==> src/design/central_difference_gradient_top_macros.svh <==
// Assertion helpers shared by the gradient block.
// Every macro samples on the rising edge of clk and is quiet while arst_n is low.
`ifndef CENTRAL_DIFFERENCE_GRADIENT_TOP_MACROS_SVH
`define CENTRAL_DIFFERENCE_GRADIENT_TOP_MACROS_SVH

// The condition holds at every edge.
`define CDG_ASSERT_ALWAYS(label, cond) \
	label: assert property (@(posedge clk) disable iff (!arst_n) (cond)) \
		else $error("gradient block check failed");

// When the antecedent holds, the consequent holds in the same cycle.
`define CDG_ASSERT_NOW(label, ante, cons) \
	label: assert property (@(posedge clk) disable iff (!arst_n) (ante) |-> (cons)) \
		else $error("gradient block check failed");

// When the antecedent holds, the consequent holds in the following cycle.
`define CDG_ASSERT_NEXT(label, ante, cons) \
	label: assert property (@(posedge clk) disable iff (!arst_n) (ante) |=> (cons)) \
		else $error("gradient block check failed");

`endif

==> src/design/cdg_pkg.sv <==
package cdg_pkg;

	localparam int DEFAULT_MAX_WIDTH = 2048;

	localparam int PIX_W  = 8;
	localparam int GRAD_W = 9;
	localparam int MAG_W  = 12;
	localparam int CFG_W  = 12;
	localparam int ROW_W  = 12;
	// Radicand is 64 * (gx^2 + gy^2), below 2^23; kept at an even width.
	localparam int SQ_W   = 2 * MAG_W;

	localparam logic [CFG_W-1:0] FRAME_WIDTH_RESET  = 12'd640;
	localparam logic [CFG_W-1:0] FRAME_HEIGHT_RESET = 12'd480;

	// Register indexes on the configuration port.
	localparam logic REG_FRAME_WIDTH  = 1'b0;
	localparam logic REG_FRAME_HEIGHT = 1'b1;

	// Item kinds.
	localparam logic OP_PIXEL = 1'b0;
	localparam logic OP_FLUSH = 1'b1;

	// Luma weights in 1/16384 units.
	localparam int GRAY_ACC_W = 22;
	localparam logic [GRAY_ACC_W-1:0] GRAY_COEF_B = 22'd1868;
	localparam logic [GRAY_ACC_W-1:0] GRAY_COEF_G = 22'd9617;
	localparam logic [GRAY_ACC_W-1:0] GRAY_COEF_R = 22'd4899;
	localparam logic [GRAY_ACC_W-1:0] GRAY_ROUND  = 22'd8192;

	function automatic logic [PIX_W-1:0] gray_of(
		input logic [PIX_W-1:0] b,
		input logic [PIX_W-1:0] g,
		input logic [PIX_W-1:0] r
	);
		logic [GRAY_ACC_W-1:0] acc;
		acc = GRAY_COEF_B * GRAY_ACC_W'(b) + GRAY_COEF_G * GRAY_ACC_W'(g)
			+ GRAY_COEF_R * GRAY_ACC_W'(r) + GRAY_ROUND;
		return acc[GRAY_ACC_W-1:GRAY_ACC_W-PIX_W];
	endfunction

endpackage

==> src/design/cdg_isqrt.sv <==
// Floor square root, two radicand bits per cycle, one root bit per cycle.
module cdg_isqrt (
	input  logic                       clk,
	input  logic                       arst_n,
	input  logic                       start,
	input  logic [cdg_pkg::SQ_W-1:0]   radicand,
	output logic                       done,
	output logic [cdg_pkg::MAG_W-1:0]  root
);

	localparam int RW   = cdg_pkg::MAG_W + 1;
	localparam int CNTW = $clog2(cdg_pkg::MAG_W + 1);

	logic [cdg_pkg::SQ_W-1:0]  rad_q;
	logic [RW-1:0]             rem_q;
	logic [cdg_pkg::MAG_W-1:0] root_q;
	logic [CNTW-1:0]           cnt_q;
	logic                      done_q;

	logic [RW+1:0] rem_sh;
	logic [RW+1:0] trial;
	logic          fits;

	assign rem_sh = {rem_q, rad_q[cdg_pkg::SQ_W-1 -: 2]};
	assign trial  = {1'b0, root_q, 2'b01};
	assign fits   = rem_sh >= trial;

	always_ff @(posedge clk or negedge arst_n) begin
		if (!arst_n) begin
			cnt_q  <= '0;
			done_q <= 1'b0;
		end else begin
			done_q <= 1'b0;
			if (start) begin
				cnt_q <= CNTW'(cdg_pkg::MAG_W);
			end else if (cnt_q != '0) begin
				cnt_q <= cnt_q - 1'b1;
				done_q <= (cnt_q == CNTW'(1));
			end
		end
	end

	always_ff @(posedge clk) begin
		if (start) begin
			rad_q  <= radicand;
			rem_q  <= '0;
			root_q <= '0;
		end else if (cnt_q != '0) begin
			rad_q <= {rad_q[cdg_pkg::SQ_W-3:0], 2'b00};
			if (fits) begin
				rem_q  <= RW'(rem_sh - trial);
				root_q <= {root_q[cdg_pkg::MAG_W-2:0], 1'b1};
			end else begin
				rem_q  <= rem_sh[RW-1:0];
				root_q <= {root_q[cdg_pkg::MAG_W-2:0], 1'b0};
			end
		end
	end

	assign done = done_q;
	assign root = root_q;

endmodule
==> config.mk <==
export PLATFORM = sky130hd
export DESIGN_NAME = cdg_isqrt
export DESIGN_NICKNAME = d
export VERILOG_FILES = /design/src/design/central_difference_gradient_top_macros.svh /design/src/design/cdg_pkg.sv /design/src/design/cdg_isqrt.sv
export SDC_FILE = /design/constraint.sdc
export NUM_CORES = 1
export LEC_CHECK = 0
export BUFFER_PORTS_ARGS = -buffer_cell sky130_fd_sc_hd__clkbuf_2
export CAP_MARGIN = 0
export CORE_MARGIN = 4
export CORE_UTILIZATION = 58
export CTS_CLUSTER_SIZE = 30
export DETAILED_ROUTE_END_ITERATION = 8
export MAX_ROUTING_LAYER = met4
export PLACE_DENSITY_LB_ADDON = 0.3
export SYNTH_ARGS = -nofsm -noshare
export SYNTH_HDL_FRONTEND = slang
export SYNTH_SLANG_ARGS = --single-unit
==> constraint.sdc <==
create_clock -name clk -period 2.9 [get_ports clk]
set_input_delay 0.29 -clock clk [delete_from_list [all_inputs] [get_ports clk]]
set_output_delay 0.29 -clock clk [all_outputs]
set_load 0.005 [all_outputs]
======== After elaboration in Yosys (flattened, before gate mapping) ========
Index checks and enable logic that the tools add are counted.
storage, ports and cells
  register bits ........................... 54
  input port bits ......................... 27
  output and inout port bits .............. 13
cells by class
  $add $sub $neg .......................... 2
  magnitude comparators ................... 1
  eq/ne operators ......................... 1
  multiplexer cells ....................... 8
  reduce and logical (&&, ||, !) cells .... 2
operators with widths
  cell                                                 count
  two-way mux 24 bit                                   2
  >= comparator 15 x 14 -> 1 bit                       1
  two-way mux 13 bit                                   1
  subtractor 13 bit                                    1
  two-way mux 4 bit                                    2
  equality test 4 x 1 -> 1 bit, second input constant  1
  nonzero test 4 bit                                   1
  subtractor 4 x 1 -> 4 bit, second input constant     1
  two-way mux 1 bit                                    3
  nonzero test 2 bit                                   1

======== Logic depth before layout (Yosys ltp) ========
  depth in word-level cells ............... 3
  depth in mapped cells ................... 10

======== Worst setup path before layout ========
OpenSTA, ideal clock, no wires.
  path type ............................... register to register
  start point ............................. register root_q, in the netlist root[0]
  end point ............................... register rem_q[10]
  setup time .............................. 84 ps
  arrival ................................. 2108 ps
  data required time ...................... 2816 ps
  path slack .............................. 707 ps
  cell stages (with the launch flop) ...... 9
  buffers on the path ..................... 0
  clock period less this slack ............ 2193 ps
  path through ............................ dfxtp_1 inv_1 ha_1 nor2b_1 o31a_1 o21ai_2 or4b_1 o2111a_1 o31ai_2
between the ends
  cells in the longest elaborated chain, start to end .. 2
RTL lines
  what                                                                        line                              source
  start: declaration                                                          cdg_isqrt.sv:16                   logic [cdg_pkg::MAG_W-1:0] root_q;
  start signal: assignment                                                    cdg_isqrt.sv:52                   root_q <= {root_q[cdg_pkg::MAG_W-2:0], 1'b1};
  start signal: assignment                                                    cdg_isqrt.sv:55                   root_q <= {root_q[cdg_pkg::MAG_W-2:0], 1'b0};
  subtractor 13 bit / >= comparator 15 x 14 -> 1 bit (equally long branches)  cdg_isqrt.sv:51, cdg_isqrt.sv:26
  two-way mux 13 bit (*)                                                      cdg_isqrt.sv:50                   if (fits) begin
  end signal: assignment                                                      cdg_isqrt.sv:51                   rem_q <= RW'(rem_sh - trial);
  end signal: assignment                                                      cdg_isqrt.sv:54                   rem_q <= rem_sh[RW-1:0];
  end: declaration                                                            cdg_isqrt.sv:15                   logic [RW-1:0] rem_q;
Every way passes the cells marked *; elsewhere a longest branch is shown, timed or not.
A chain may end at the register's enable or synchronous reset.

======== Final worst setup path ========
  start point ............................. register root_q, in the netlist root[0]
  end point ............................... register rem_q[9]
Same word-level chain as after synthesis.

==> insert_results.sql <==
INSERT INTO impl_metrics (metric_group, metric, value, unit) VALUES
('synthesis', 'area_share_of_the_leading_cell_type_in_the_synthesized_netlist', '23.8', '%'),
('outcome', 'run_status', 'completed', ''),
('global_routing', 'wire_length_of_the_first_global_routing_pass', '9580', 'um'),
('floorplan', 'die_h', '80.2', 'um'),
('placed_design', 'gp_routability_congestion', '0.846', ''),
('route', '1st_pass_router_iterations', '4', ''),
('min_path', 'worstHoldPathType', 'in2reg', ''),
('finish', 'layout-drive-gt1-share', '25.9', '%'),
('synthesis', 'async_set_or_reset_register_ratio_after_synthesis', '9.26', '%'),
('synthesis', 'syn_area_per_cell', '10.2', 'um^2'),
('sta', 'slew_headroom', '55.2', '%'),
('clock_tree', 'tritoncts', 'built', ''),
('synthesis', 'synth_cell_type_count', '56', ''),
('global_routing', 'vias_in_the_first_global_route', '2077', ''),
('route', 'via_per_inst', '5.54', ''),
('critical_path', 'timing.critical_path.buf_inv', '1', ''),
('critical_path', 'worst_path_class_setup', 'reg2reg', ''),
('flow_run', 'max-cap-violations', '0', ''),
('critical_path', 'path_depth', '8', ''),
('finish', 'number_of_antenna_repair_diodes', '0', ''),
('finish', 'final.fill_count', '432', ''),
('sta', 'period_needed', '2.56', 'ns'),
('sta', 'unrepaired_setup_endpoints_after_global_routing', 'false', ''),
('synthesis', 'synthDominantAreaCellType', 'sky130_fd_sc_hd__edfxtp_1', ''),
('critical_path', 'timing.critical_path.max_delay_family', 'compound AO/OA/AOI/OAI gates', ''),
('finish', 'fin_nets', '378', ''),
('min_path', 'holdCritStartpoint', 'radicand[1]', ''),
('route', 'route.final.wire_length', '5730', 'um'),
('floorplan', 'pin_count', '40', ''),
('global_routing', 'number_of_antenna_violations_at_the_first_check_in_global_routing', '0', ''),
('finish', 'regArea', '0.00135', 'mm^2'),
('finish', 'area_growth', '11.8', '%'),
('route', 'drc_errors', '0', ''),
('synthesis', 'synth.ff_latch_count', '54', ''),
('critical_path', 'cp_data_arrival_time', '2.74', 'ns'),
('critical_path', 'r2r.worst_path.cells', '8', ''),
('synthesis', 'syn-cell-area', '0.00303', 'mm^2'),
('critical_path', 'setup.reg_to_reg.worst_slack', '0.34', 'ns'),
('critical_path', 'worst_setup_path_start_kind', 'register', ''),
('sta', 'finalSetupViolCount', '0', ''),
('critical_path', 'worst_setup_path_end_kind', 'register', ''),
('floorplan', 'die_width', '80.2', 'um'),
('critical_path', 'timing.critical_path.slowest_stage_cell', 'sky130_fd_sc_hd__o221ai_4', ''),
('placed_design', 'dp_hpwl', '4290', 'um'),
('floorplan', 'row_count', '26', ''),
('clock_tree', 'tritoncts.num_buffers', '5', ''),
('power', 'cellPowerDensity', '888', 'mW/mm^2'),
('clock_tree', 'clock-root-buffer', 'sky130_fd_sc_hd__clkbuf_8', ''),
('clock_tree', 'htree_num_levels', '2', ''),
('finish', 'multi_input_area', '0.00153', 'mm^2'),
('critical_path', 'slowest_delay', '0.58', 'ns'),
('synthesis', 'ys_dominant_reg_cell', 'sky130_fd_sc_hd__dfxtp_1', ''),
('global_routing', 'grt_start_max_net_pins', '55', ''),
('clock_tree', 'cts.reportedPaths.clkPinSlew', '0.10', 'ns'),
('critical_path', 'endpoint', 'rem_q[9]', ''),
('route', 'num_vias', '2251', ''),
('critical_path', 'reg2reg_from', 'root[0]', ''),
('critical_path', 'cp_cell_sequence', 'inv_1, ha_1, o21ai_1, a211oi_2, a31oi_4, o221ai_4, nor4b_1, o31ai_1', ''),
('placed_design', 'post_dp_cell_area', '0.00329', 'mm^2'),
('clock_tree', 'post_cts_resized', '0', ''),
('sta', 'max_slew.worst_pin.slew', '0.673', 'ns'),
('floorplan', 'core-area', '0.00507', 'mm^2'),
('power', 'total_power', '0.00300', 'W'),
('sta', 'drv_slew', '0', ''),
('synthesis', 'syn-instance-count', '296', ''),
('critical_path', 'crit_start', 'root[0]', ''),
('sta', 'upper_clock_frequency_limit', '391', 'MHz'),
('finish', 'layout.cell_area.non_filler', '0.00338', 'mm^2'),
('placed_design', 'buffers_on_ports', '39', ''),
('synthesis', 'synth_area_leaders', 'sky130_fd_sc_hd__edfxtp_1 (24%), sky130_fd_sc_hd__dfxtp_1 (17%), sky130_fd_sc_hd__mux2_2 (8.6%)', ''),
('synthesis', 'synth_fp_nets', '339', '');
-- layer usage --
layer	vias to the layer above	wire length, um	GRT usage (%)
met5	-	0	-
met4	0	25	4.39
met3	2	315	3.81
met2	54	2750	27.8
met1	1053	2640	28.7
li1	1142	-	-
-- report_power, final --
part | switching (W) | internal, W
Sequential | 0.0000865 | 0.000935
Combinational | 0.000830 | 0.000747
Clock | 0.000239 | 0.000166
Total | 0.00116 | 0.00185
-- layout make-up --
cell class	instances	share of cell area [%]
timing repair buffer	46	7.40
tap	70	2.59
inverter	23	2.55
clock inverter	3	0.481
multi-input combinational	205	45.2
sequential	54	39.8
clock buffer	5	2.03
-- worst min-delay path by stage --
stage | endpoint | cells past startpoint | slack [ns]
after floorplan | cnt_q[0] | 0 | -0.006
after global placement | cnt_q[3] | 1 | 0.11
after detailed placement | done | 1 | 0.11
after CTS | rad_q[1] | 2 | 0.26
after global routing | rad_q[1] | 2 | 0.27
final | rad_q[1] | 2 | 0.27
-- cells by family after synthesis --
logic type,share of synthesized area (%)
buffers and inverters,5.04
flip-flops,44.5
AND/OR/NAND/NOR,15.5
adder cells (fa/ha/maj),6.61
AO/OA/AOI/OAI,15.4
multiplexers,11.2
XOR/XNOR,1.74
-- cell usage after synthesis, drive strengths merged (5+ instances only) --
master	number
xnor2	5
nor4	6
nor2	18
nand2	32
inv	23
a21oi	18
edfxtp	24
buf	5
mux2	23
dfrtp	5
o21ai	10
nor3	9
mux2i	8
a211oi	7
clkbuf	9
ha	16
dfxtp	25
-- layout by cell type, fill, tap and decap left out, types with 4 or more instances in the layout --
master,instances
sky130_fd_sc_hd__a211oi_1,5
sky130_fd_sc_hd__ha_1,16
sky130_fd_sc_hd__inv_1,23
sky130_fd_sc_hd__mux2i_1,8
sky130_fd_sc_hd__o21ai_0,4
sky130_fd_sc_hd__nand2_1,32
sky130_fd_sc_hd__nand2b_1,4
sky130_fd_sc_hd__mux2_2,23
sky130_fd_sc_hd__o21ai_1,5
sky130_fd_sc_hd__nor4_1,5
sky130_fd_sc_hd__clkbuf_2,39
sky130_fd_sc_hd__a21oi_1,18
sky130_fd_sc_hd__xnor2_1,5
sky130_fd_sc_hd__nor2_1,18
sky130_fd_sc_hd__nor3_1,8
sky130_fd_sc_hd__dfrtp_1,5
sky130_fd_sc_hd__buf_4,6
sky130_fd_sc_hd__a211o_1,4
sky130_fd_sc_hd__edfxtp_1,24
sky130_fd_sc_hd__dfxtp_1,25
sky130_fd_sc_hd__clkbuf_8,5
-- stage by stage --
stage / setup WS [ns] / instances / utilization [%] / hold WS [ns]
floorplan: 0.707 / 296 / - / -0.00559
global placement: 0.457 / 397 / 64.8 / 0.107
detailed placement: 0.391 / 397 / 64.8 / 0.110
CTS: 0.369 / 406 / 66.7 / 0.262
global route: 0.143 / 406 / 66.7 / 0.265
finish: 0.343 / 406 / 66.7 / 0.269
-- state kept, by name, summed over array words and instances (netlist names) --
register and flops:
cnt_q 4, done 1, rad_q 24, rem_q 13, root 12
No activity file was read; power rests on OpenSTA's default activity.
